$ cat config.mk
export PLATFORM = sky130hd
export DESIGN_NAME = binary_mask_centroid
export DESIGN_NICKNAME = d
export VERILOG_FILES = /design/src/bmc_pkg.sv /design/src/binary_mask_centroid.sv /design/src/bmc_ctrl.sv /design/src/bmc_dpath.sv
export SDC_FILE = /design/constraint.sdc
export NUM_CORES = 1
export LEC_CHECK = 0
export ABC_AREA = 1
export ABC_CLOCK_PERIOD_IN_PS = 15900
export BUFFER_PORTS_ARGS = -buffer_cell sky130_fd_sc_hd__buf_2
export CORE_MARGIN = 2
export CORE_UTILIZATION = 45
export CTS_BUF_LIST = sky130_fd_sc_hd__clkbuf_4 sky130_fd_sc_hd__clkbuf_8
export CTS_CLUSTER_DIAMETER = 50
export DETAILED_ROUTE_END_ITERATION = 8
export HOLD_SLACK_MARGIN = 0.02
export SYNTH_ARGS = -nofsm -noshare
export SYNTH_HDL_FRONTEND = slang
export SYNTH_HIERARCHICAL = 1
export SYNTH_SLANG_ARGS = --single-unit
$ cat constraint.sdc
create_clock -name clk -period 15.9 [get_ports clk]
set_input_delay 0.795 -clock clk [delete_from_list [all_inputs] [get_ports clk]]
set_output_delay 0.795 -clock clk [all_outputs]
set_load 0.01 [all_outputs]
$ cat src/bmc_pkg.sv
package bmc_pkg;

  localparam int CFG_W      = 12;
  localparam int REG_IDX_W  = 1;
  localparam int PIX_W      = 8;
  localparam int OUT_XY_W   = 11;
  localparam int OUT_CNT_W  = 23;

  localparam int DEF_MAX_WIDTH  = 2048;
  localparam int DEF_MAX_HEIGHT = 2048;

  localparam logic [CFG_W-1:0] RST_FRAME_WIDTH  = 12'd640;
  localparam logic [CFG_W-1:0] RST_FRAME_HEIGHT = 12'd480;

  localparam logic [PIX_W-1:0] OBJECT_LEVEL = 8'd255;

  // configuration register indexes
  localparam logic [REG_IDX_W-1:0] REG_FRAME_WIDTH  = 1'd0;
  localparam logic [REG_IDX_W-1:0] REG_FRAME_HEIGHT = 1'd1;

  typedef enum logic [2:0] {
    ST_IDLE = 3'b001,
    ST_DIV  = 3'b010,
    ST_HOLD = 3'b100
  } bmc_state_t;

  typedef struct packed {
    logic accept;    // pixel word taken this cycle
    logic launch;    // frame ends: snapshot sums into divider, clear accumulators
    logic step;      // one quotient bit
    logic load_out;  // move quotients into the result register
  } bmc_cmd_t;

  typedef struct packed {
    logic last_pixel;  // current position is the last of the frame
  } bmc_sts_t;

endpackage

$ cat src/binary_mask_centroid.sv
// channel  | direction | handshake            | payload
// ---------+-----------+----------------------+-------------------------------------------
// in       | input     | in_valid / in_stall  | in_pixel_value
// out      | output    | out_valid / out_stall| out_centroid_x/_y, out_object_pixel_count,
//          |           |                      | out_frame_empty
// cfg      | input     | cfg_we               | cfg_index, cfg_wdata
//
// One pixel word per cycle while in_stall is low; one result word per frame.
// The frame's last word starts a restoring divider, one quotient bit per cycle for both
// coordinates; the quotients are then moved into the output register.
// in_stall rises only on the last word of the next frame while that divide or its
// delivery into the output register is still pending.
// Synchronous active-low reset clears positions, sums and control; sizes return to 640x480.
module binary_mask_centroid
  import bmc_pkg::*;
#(
  parameter int MAX_WIDTH  = DEF_MAX_WIDTH,
  parameter int MAX_HEIGHT = DEF_MAX_HEIGHT
) (
  input  logic                 clk,
  input  logic                 rst_n,
  input  logic                 cfg_we,
  input  logic [REG_IDX_W-1:0] cfg_index,
  input  logic [CFG_W-1:0]     cfg_wdata,
  input  logic                 in_valid,
  output logic                 in_stall,
  input  logic [PIX_W-1:0]     in_pixel_value,
  output logic                 out_valid,
  input  logic                 out_stall,
  output logic [OUT_XY_W-1:0]  out_centroid_x,
  output logic [OUT_XY_W-1:0]  out_centroid_y,
  output logic [OUT_CNT_W-1:0] out_object_pixel_count,
  output logic                 out_frame_empty
);

  localparam int PX_W  = $clog2(MAX_WIDTH);
  localparam int PY_W  = $clog2(MAX_HEIGHT);
  localparam int STEPS = (PX_W > PY_W) ? PX_W : PY_W;

  bmc_cmd_t cmd;
  bmc_sts_t sts;

  bmc_ctrl #(
    .STEPS(STEPS)
  ) u_ctrl (
    .clk      (clk),
    .rst_n    (rst_n),
    .in_valid (in_valid),
    .in_stall (in_stall),
    .out_valid(out_valid),
    .out_stall(out_stall),
    .sts      (sts),
    .cmd      (cmd)
  );

  bmc_dpath #(
    .MAX_WIDTH (MAX_WIDTH),
    .MAX_HEIGHT(MAX_HEIGHT)
  ) u_dpath (
    .clk                   (clk),
    .rst_n                 (rst_n),
    .cfg_we                (cfg_we),
    .cfg_index             (cfg_index),
    .cfg_wdata             (cfg_wdata),
    .in_pixel_value        (in_pixel_value),
    .cmd                   (cmd),
    .sts                   (sts),
    .out_centroid_x        (out_centroid_x),
    .out_centroid_y        (out_centroid_y),
    .out_object_pixel_count(out_object_pixel_count),
    .out_frame_empty       (out_frame_empty)
  );

endmodule

$ cat src/bmc_ctrl.sv
module bmc_ctrl
  import bmc_pkg::*;
#(
  parameter int STEPS = 11
) (
  input  logic     clk,
  input  logic     rst_n,
  input  logic     in_valid,
  output logic     in_stall,
  output logic     out_valid,
  input  logic     out_stall,
  input  bmc_sts_t sts,
  output bmc_cmd_t cmd
);

  localparam int SC_W = (STEPS > 1) ? $clog2(STEPS) : 1;

  bmc_state_t      state_r, state_nxt;
  logic [SC_W-1:0] step_cnt_r, step_cnt_nxt;
  logic            out_valid_r, out_valid_nxt;

  // only the word that closes a frame has to wait for the divider
  assign in_stall = sts.last_pixel && (state_r != ST_IDLE);

  always_comb begin
    cmd.accept   = in_valid && !in_stall;
    cmd.launch   = cmd.accept && sts.last_pixel;
    cmd.step     = (state_r == ST_DIV);
    cmd.load_out = (state_r == ST_HOLD) && (!out_valid_r || !out_stall);
  end

  always_comb begin
    state_nxt    = state_r;
    step_cnt_nxt = step_cnt_r;
    unique case (state_r)
      ST_IDLE: begin
        if (cmd.launch) begin
          state_nxt    = ST_DIV;
          step_cnt_nxt = SC_W'(STEPS - 1);
        end
      end
      ST_DIV: begin
        if (step_cnt_r == '0) begin
          state_nxt = ST_HOLD;
        end else begin
          step_cnt_nxt = step_cnt_r - SC_W'(1);
        end
      end
      ST_HOLD: begin
        if (cmd.load_out) begin
          state_nxt = ST_IDLE;
        end
      end
      default: begin
        state_nxt = ST_IDLE;
      end
    endcase
  end

  always_comb begin
    out_valid_nxt = out_valid_r;
    if (cmd.load_out) begin
      out_valid_nxt = 1'b1;
    end else if (!out_stall) begin
      out_valid_nxt = 1'b0;
    end
  end

  always_ff @(posedge clk) begin
    if (!rst_n) begin
      state_r     <= ST_IDLE;
      step_cnt_r  <= '0;
      out_valid_r <= 1'b0;
    end else begin
      state_r     <= state_nxt;
      step_cnt_r  <= step_cnt_nxt;
      out_valid_r <= out_valid_nxt;
    end
  end

  assign out_valid = out_valid_r;

`ifndef NO_ASSERTIONS
  a_launch_starts_div: assert property (@(posedge clk) disable iff (!rst_n)
    cmd.launch |=> state_r == ST_DIV)
    else $error("frame end did not start the divider");

  a_no_end_while_busy: assert property (@(posedge clk) disable iff (!rst_n)
    (cmd.accept && sts.last_pixel) |-> state_r == ST_IDLE)
    else $error("frame closed while divider busy");

  a_div_finishes: assert property (@(posedge clk) disable iff (!rst_n)
    (state_r == ST_DIV && step_cnt_r == '0) |=> state_r == ST_HOLD)
    else $error("divider did not finish after last step");

  a_hold_delivers: assert property (@(posedge clk) disable iff (!rst_n)
    (state_r == ST_HOLD && !out_valid_r) |=> out_valid_r)
    else $error("finished result not loaded into free output register");
`endif

endmodule

$ cat src/bmc_dpath.sv
module bmc_dpath
  import bmc_pkg::*;
#(
  parameter int MAX_WIDTH  = DEF_MAX_WIDTH,
  parameter int MAX_HEIGHT = DEF_MAX_HEIGHT
) (
  input  logic                 clk,
  input  logic                 rst_n,
  input  logic                 cfg_we,
  input  logic [REG_IDX_W-1:0] cfg_index,
  input  logic [CFG_W-1:0]     cfg_wdata,
  input  logic [PIX_W-1:0]     in_pixel_value,
  input  bmc_cmd_t             cmd,
  output bmc_sts_t             sts,
  output logic [OUT_XY_W-1:0]  out_centroid_x,
  output logic [OUT_XY_W-1:0]  out_centroid_y,
  output logic [OUT_CNT_W-1:0] out_object_pixel_count,
  output logic                 out_frame_empty
);

  localparam int PX_W  = $clog2(MAX_WIDTH);
  localparam int PY_W  = $clog2(MAX_HEIGHT);
  localparam int QW    = (PX_W > PY_W) ? PX_W : PY_W;
  localparam int CNT_W = $clog2(MAX_WIDTH * MAX_HEIGHT + 1);
  localparam int SX_W  = PX_W + CNT_W;
  localparam int SY_W  = PY_W + CNT_W;
  localparam int EXW   = ($clog2(MAX_WIDTH + 1) > CFG_W) ? $clog2(MAX_WIDTH + 1) : CFG_W;
  localparam int EYW   = ($clog2(MAX_HEIGHT + 1) > CFG_W) ? $clog2(MAX_HEIGHT + 1) : CFG_W;

  logic [CFG_W-1:0] frame_width_r, frame_height_r;
  logic [PX_W-1:0]  col_r;
  logic [PY_W-1:0]  row_r;
  logic [SX_W-1:0]  sum_x_r;
  logic [SY_W-1:0]  sum_y_r;
  logic [CNT_W-1:0] cnt_r;

  // divider: both lanes share the divisor and the step
  logic [CNT_W-1:0] div_d_r;
  logic [CNT_W:0]   rem_x_r, rem_y_r;
  logic [QW-1:0]    num_x_r, num_y_r;
  logic [QW-1:0]    quo_x_r, quo_y_r;

  logic [OUT_XY_W-1:0]  res_x_r, res_y_r;
  logic [OUT_CNT_W-1:0] res_cnt_r;
  logic                 res_empty_r;

  logic [EXW-1:0]   eff_w, col_inc;
  logic [EYW-1:0]   eff_h, row_inc;
  logic             col_end, row_end, hit;
  logic [SX_W-1:0]  sum_x_add;
  logic [SY_W-1:0]  sum_y_add;
  logic [CNT_W-1:0] cnt_add;
  logic [CNT_W:0]   d_ext, trial_x, trial_y;
  logic             ge_x, ge_y;
  logic [QW+OUT_XY_W-1:0]     quo_x_wide, quo_y_wide;
  logic [CNT_W+OUT_CNT_W-1:0] cnt_wide;

  always_ff @(posedge clk) begin
    if (!rst_n) begin
      frame_width_r  <= RST_FRAME_WIDTH;
      frame_height_r <= RST_FRAME_HEIGHT;
    end else if (cfg_we) begin
      unique case (cfg_index)
        REG_FRAME_WIDTH:  frame_width_r  <= cfg_wdata;
        REG_FRAME_HEIGHT: frame_height_r <= cfg_wdata;
        default: ;
      endcase
    end
  end

  // zero counts as one, oversize counts as the maximum
  always_comb begin
    priority if (frame_width_r == '0) begin
      eff_w = EXW'(1);
    end else if (EXW'(frame_width_r) > EXW'(MAX_WIDTH)) begin
      eff_w = EXW'(MAX_WIDTH);
    end else begin
      eff_w = EXW'(frame_width_r);
    end
    priority if (frame_height_r == '0) begin
      eff_h = EYW'(1);
    end else if (EYW'(frame_height_r) > EYW'(MAX_HEIGHT)) begin
      eff_h = EYW'(MAX_HEIGHT);
    end else begin
      eff_h = EYW'(frame_height_r);
    end
  end

  assign col_inc = EXW'(col_r) + EXW'(1);
  assign row_inc = EYW'(row_r) + EYW'(1);
  assign col_end = !(col_inc < eff_w);
  assign row_end = !(row_inc < eff_h);
  assign sts.last_pixel = col_end && row_end;

  assign hit       = (in_pixel_value == OBJECT_LEVEL);
  assign sum_x_add = sum_x_r + (hit ? SX_W'(col_r) : '0);
  assign sum_y_add = sum_y_r + (hit ? SY_W'(row_r) : '0);
  assign cnt_add   = cnt_r + CNT_W'(hit);

  always_ff @(posedge clk) begin
    if (!rst_n) begin
      col_r   <= '0;
      row_r   <= '0;
      sum_x_r <= '0;
      sum_y_r <= '0;
      cnt_r   <= '0;
    end else if (cmd.accept) begin
      if (col_end) begin
        col_r <= '0;
        row_r <= row_end ? '0 : PY_W'(row_inc);
      end else begin
        col_r <= PX_W'(col_inc);
      end
      if (cmd.launch) begin
        sum_x_r <= '0;
        sum_y_r <= '0;
        cnt_r   <= '0;
      end else begin
        sum_x_r <= sum_x_add;
        sum_y_r <= sum_y_add;
        cnt_r   <= cnt_add;
      end
    end
  end

  // quotient fits in QW bits, so the top of the sum is already below the divisor
  assign d_ext   = {1'b0, div_d_r};
  assign trial_x = {rem_x_r[CNT_W-1:0], num_x_r[QW-1]};
  assign trial_y = {rem_y_r[CNT_W-1:0], num_y_r[QW-1]};
  assign ge_x    = !(trial_x < d_ext);
  assign ge_y    = !(trial_y < d_ext);

  always_ff @(posedge clk) begin
    if (cmd.launch) begin
      div_d_r <= cnt_add;
      rem_x_r <= (CNT_W+1)'(sum_x_add >> QW);
      rem_y_r <= (CNT_W+1)'(sum_y_add >> QW);
      num_x_r <= sum_x_add[QW-1:0];
      num_y_r <= sum_y_add[QW-1:0];
      quo_x_r <= '0;
      quo_y_r <= '0;
    end else if (cmd.step) begin
      rem_x_r <= ge_x ? (trial_x - d_ext) : trial_x;
      rem_y_r <= ge_y ? (trial_y - d_ext) : trial_y;
      num_x_r <= num_x_r << 1;
      num_y_r <= num_y_r << 1;
      quo_x_r <= {quo_x_r[QW-2:0], ge_x};
      quo_y_r <= {quo_y_r[QW-2:0], ge_y};
    end
  end

  assign quo_x_wide = {{OUT_XY_W{1'b0}}, quo_x_r};
  assign quo_y_wide = {{OUT_XY_W{1'b0}}, quo_y_r};
  assign cnt_wide   = {{OUT_CNT_W{1'b0}}, div_d_r};

  always_ff @(posedge clk) begin
    if (cmd.load_out) begin
      res_empty_r <= (div_d_r == '0);
      res_cnt_r   <= cnt_wide[OUT_CNT_W-1:0];
      // the divider result is meaningless for an empty frame
      res_x_r     <= (div_d_r == '0) ? '0 : quo_x_wide[OUT_XY_W-1:0];
      res_y_r     <= (div_d_r == '0) ? '0 : quo_y_wide[OUT_XY_W-1:0];
    end
  end

  assign out_centroid_x         = res_x_r;
  assign out_centroid_y         = res_y_r;
  assign out_object_pixel_count = res_cnt_r;
  assign out_frame_empty        = res_empty_r;

endmodule

### Word-level counts from Yosys, hierarchy flattened

Index checks and enable logic that the tools add are counted.

| cells by class | value |
|---|---|
| add/subtract/negate cells | 8 |
| magnitude comparators | 6 |
| eq/ne operators | 10 |
| mux-type cells | 30 |
| bitwise logic cells | 2 |
| reduce and logical (&&, ||, !) cells | 24 |

Operator list:

| operator | number |
|---|---|
| $mux W23 | 7 |
| $mux W11 | 8 |
| $add A34 B34 Y34 | 2 |
| $mux W34 | 2 |
| $lt A24 B23 Y1 | 2 |
| $mux W12 | 4 |
| $sub A23 B23 Y23 | 2 |
| $add A11 B1 Y12 const B | 2 |
| $gt A12 B12 Y1 const B | 2 |
| $logic_not A12 Y1 | 2 |
| $lt A12 B12 Y1 | 2 |
| $add A23 B1 Y23 | 1 |
| $logic_not A23 Y1 | 1 |
| $mux W3 | 3 |
| $pmux W3 S3 | 1 |
| $eq A8 B8 Y1 const B | 1 |
| $mux W4 | 2 |
| $pmux W4 S2 | 1 |
| $logic_not A1 Y1 | 7 |
| $ne A2 B2 Y1 const B | 3 |
| $reduce_and A2 Y1 | 3 |
| $reduce_and A3 Y1 | 2 |
| $logic_and A1 B1 Y1 | 5 |
| $logic_not A4 Y1 | 1 |
| other kinds (10) | 14 |

| word-level totals | value |
|---|---|
| register bits after elaboration | 304 |
| bits of input ports | 26 |
| output and inout bits | 48 |
| logic and storage cells | 101 |

### Logic depth before layout (Yosys ltp)

| logic depth | value |
|---|---|
| word-level depth | 12 |
| mapped depth | 26 |
| depth with buffers taken out | 24 |

### By module

The synthesis kept the hierarchy.

Modules (own cells, without submodules):

| module | instances | cells each | area an instance (sq um) | seq. area each (sq um) |
|---|---|---|---|---|
| bmc_dpath | 1 | 2426 | 18147.4 | 7297.0 |
| bmc_ctrl | 1 | 68 | 481.7 | 160.2 |

### Worst setup path after synthesis

OpenSTA, ideal clock, no wires.

| path | value |
|---|---|
| path type | register to register |
| from | register u_dpath.row_r[0] |
| to | register u_dpath.num_x_r[0] (enable) |
| setup time | 0.459 ns |
| arrival time | 5.457 ns |
| slack | 9.985 ns |
| stages on the path, launching flop included | 21 |
| clock period less this slack | 5.915 ns |
| path through | dfxtp_1 -> inv_1 -> nor3_2 -> nand3_1 -> nor3_2 -> nand3_1 -> xor2_1 -> inv_1 -> ha_1 -> nand2_1 -> nor4_1 -> nand2_1 -> nand2_1 -> buf_2 -> nand2_1 -> inv_1 -> nand4_4 -> inv_1 -> or2_2 -> clkbuf_1 -> buf_1 |

RTL lines:

| item | RTL line | source |
|---|---|---|
| from (decl) | bmc_dpath.sv:32 | `logic [PY_W-1:0] row_r;` |
| from (signal assigned) | bmc_dpath.sv:110 | `row_r <= row_end ? '0 : PY_W'(row_inc);` |
| to (signal assigned) | bmc_dpath.sv:138 | `num_x_r <= sum_x_add[QW-1:0];` |
| to (signal assigned) | bmc_dpath.sv:145 | `num_x_r <= num_x_r << 1;` |
| to (decl) | bmc_dpath.sv:40 | `logic [QW-1:0] num_x_r, num_y_r;` |

==> impl_results.md <==
* Register bit count reported by yosys at 304
* Largest fanout on the critical path at 50
* Antenna cells at 0
* CTS Root Cell: clkbuf_8
* Worst skew pair latency at 0.68 ns
* Fmax at 175 MHz
* Psw at 0.393 mW
* Clock Skew at 0.0422 ns
* Setup tns final at 0 ns
* Synth Cell Area at 18600 um^2
* WS Path Type: flop to flop
* Top cells by area, synth: edfxtp_1 22%, dfxtp_1 18%, nand2_1 14%
* Worst vdd ir at 0.0000726 V
* Crit start category: flop
* Final worst path period need at 5.72 ns
* Layout area overhead at 10.9%
* Warnings, synthesis at 6
* Core box area at 40800 um^2
* Most common cell in the netlist: nand2_1
* Die Area at 43000 um^2
* Worst Hold Class: input port to flop
* Async set-reset flop share out of synthesis at 0
* Worst Path Arrival at 6.32 ns
* Cts hold-fix bufs at 0
* Cell Int Power at 1.34 mW
* Cells after synthesis at 2494
* Overflow after GRT at 0
* PD cells at 83.8 nW/um^2
* H-tree depth at 2
* Longest Clk Path Bufs at 3
* TritonCTS buffer count at 54
* Syn Area/Cell at 7.47 um^2
* Die H at 207 um
* Drt initial violations at 1242
* Initial antenna violation count at 0
* Number of global-route vias before repair at 15700
* Yosys top cell area share at 0.221
* Total GRT Usage at 0.226
* Fin. max-slew vios at 0
* First-pass GRT wire length at 80000 um
* Seq pwr share at 0.478
* Worst hold stages at 3
* Nets at 2678
* Worst-path clk slew at 0.06 ns
* Status: complete, no violations
* Via count at 16400
* Gate power share at 0.034
* Clock share of power at 0.488
* Die width at 207 um
* IO buf count at 73
* Post_cts resized at 0
* DP Wirelength at 36100 um
* Post-DR wirelength/cell at 15.7 um
* Gpl congestion at 0.927
* RSZ-0062 raised after global routing: false
* CTS sink count at 304
* Sw frac at 0.227
* Post-synth top flop: dfxtp_1
* Post-synth net total at 2620
* Post-DP Area at 19400 um^2
* Largest net degree at the start of global routing at 92
* ANT nets after route at 0
* Slew margin rel. at 0.307
* Num ports at 74
* Final setup violation count at 0
* DRC viols at 0
* Post-route cell area at 20700 um^2
* Tcrit/Tclk final at 0.360
* Worst r2r path cells at 22
* Post-synth EDFFs at 137
* Final hold violations at 0
* Sequential share of the synthesized area at 0.400
* Post-synth top area cell: edfxtp_1
* Share of cells above drive strength 1 at 0.104
* Post-synth cell types at 62
* Required @ worst endpoint at 16.50 ns
* Starting Density at 0.456
* Synth top cells by count: 681 x nand2_1, 281 x inv_1, 208 x nor2_1
* Worst-margin pin slew at 1.04 ns
* DR pass1 iterations at 5
* CTS tree: built
* Vias/cell at 5.25
* Endpoint class of the critical path: flop
* Routed wire length at 49000 um
* Setup bufs post-CTS at 0
* Max Cap Violations at 0
* Pleak at 8.93 nW
* FP Rows at 74
## final timing paths
check / startpoint / end / slack (ns)
worst max-delay path: u_dpath/row_r[0] / u_dpath/cnt_r[19] / 10.18
worst min-delay path: cfg_wdata[5] / u_dpath/frame_height_r[5] / 0.38
worst max register to register: u_dpath/row_r[0] / u_dpath/cnt_r[19] / 10.18
worst min register to register: u_dpath/div_d_r[9] / u_dpath/out_object_pixel_count[9] / 0.45
## layout by cell type (no fill, tap or decap), types with 6 or more instances in the layout
| master | n |
|---|---|
| xnor2_1 | 32 |
| clkbuf_4 | 19 |
| o21ai_0 | 69 |
| a21oi_1 | 179 |
| nand3_1 | 152 |
| edfxtp_1 | 137 |
| dfxtp_1 | 167 |
| o211ai_1 | 11 |
| clkbuf_8 | 71 |
| nor4_1 | 20 |
| nand2_2 | 13 |
| a21o_1 | 15 |
| buf_2 | 73 |
| nand4_1 | 35 |
| buf_4 | 8 |
| o22ai_1 | 21 |
| ha_1 | 96 |
| o21ai_1 | 64 |
| nor2_2 | 9 |
| nor3_1 | 46 |
| xor2_1 | 61 |
| inv_1 | 278 |
| inv_2 | 6 |
| nand2_1 | 681 |
| o21bai_1 | 15 |
| or2_2 | 20 |
| nor2_1 | 207 |
## cells by family after synthesis
group | count (synthesis) | synth area share
AND/OR/NAND/NOR | 1215 | 0.281
adder cells (fa/ha/maj) | 100 | 0.0688
XOR/XNOR | 94 | 0.0446
flip-flops | 304 | 0.400
buffers and inverters | 367 | 0.0784
AO/OA/AOI/OAI | 414 | 0.127
## metal layers
layer,global-route usage,up-vias,share of wire
met4,0.0746,0,0.029
met1,0.305,7605,0.47
met2,0.368,359,0.45
li1,-,8394,-
met3,0.0386,80,0.045
met5,0,-,0
## power by group through the flow
stage	Sequential (mW)	Clock, mW	Combinational (mW)
6_report	0.827	0.845	0.0586
5_1_grt	0.827	0.903	0.0674
4_1_cts	0.827	0.872	0.0593
3_5_place_dp	0.843	0	0.0589
3_3_place_gp	0.843	0	0.0574
2_1_floorplan	0.841	0	0.0426
## worst max-delay path, stage by stage (launching register included)
cell      delay [ns]
dfxtp_1         0.38
inv_1           0.10
nor3_2          0.22
nand3_1         0.15
nor3_2          0.20
nand3_1         0.16
xor2_1          0.20
inv_1           0.07
ha_1            0.33
a21oi_1         0.15
a21oi_1         0.09
a211oi_1        0.18
nand2_1         0.32
nand2_1         0.18
inv_1           0.09
nand2_1         0.07
inv_1           0.05
nor2_1          0.60
clkinv_2        0.40
nor2_4          0.77
buf_4           0.60
nand3_1         0.16
a21oi_1         0.14
## flip-flops by register name (all words and copies together) (netlist names)
signal / count
u_ctrl/out_valid: 1
u_ctrl/state_r: 3
u_ctrl/step_cnt_r: 4
u_dpath/cnt_r: 23
u_dpath/col_r: 11
u_dpath/div_d_r: 23
u_dpath/frame_height_r: 12
u_dpath/frame_width_r: 12
u_dpath/num_x_r: 11
u_dpath/num_y_r: 11
u_dpath/out_centroid_x: 11
u_dpath/out_centroid_y: 11
u_dpath/out_frame_empty: 1
u_dpath/out_object_pixel_count: 23
u_dpath/quo_x_r: 11
u_dpath/quo_y_r: 11
u_dpath/rem_x_r: 23
u_dpath/rem_y_r: 23
u_dpath/row_r: 11
u_dpath/sum_x_r: 34
u_dpath/sum_y_r: 34
## layout make-up
| type | count | area (um^2) |
|---|---|---|
| inverters | 288 | 1090 |
| clock inverters | 12 | 176 |
| fillers | 3991 | 20200 |
| well taps | 532 | 666 |
| multi-input cells | 1823 | 9730 |
| clock buffers | 90 | 1120 |
| repair buffers | 81 | 425 |
| flip-flops and latches | 304 | 7460 |
## through the flow
stage | hold slack [ns] | total power [mW] | setup slack, ns | cells | util
final | 0.380 | 1.73 | 10.18 | 3130 | 0.506
after global routing | 0.360 | 1.80 | 9.54 | 3130 | 0.506
after CTS | 0.338 | 1.76 | 10.19 | 3130 | 0.506
after detailed placement | 0.442 | 0.902 | 10.22 | 3028 | 0.474
after global placement | 0.434 | 0.900 | 10.40 | 3028 | 0.474
after floorplan | 0.426 | 0.884 | 9.98 | 2494 | -
Note: power is estimated with default switching activity, not from simulation.
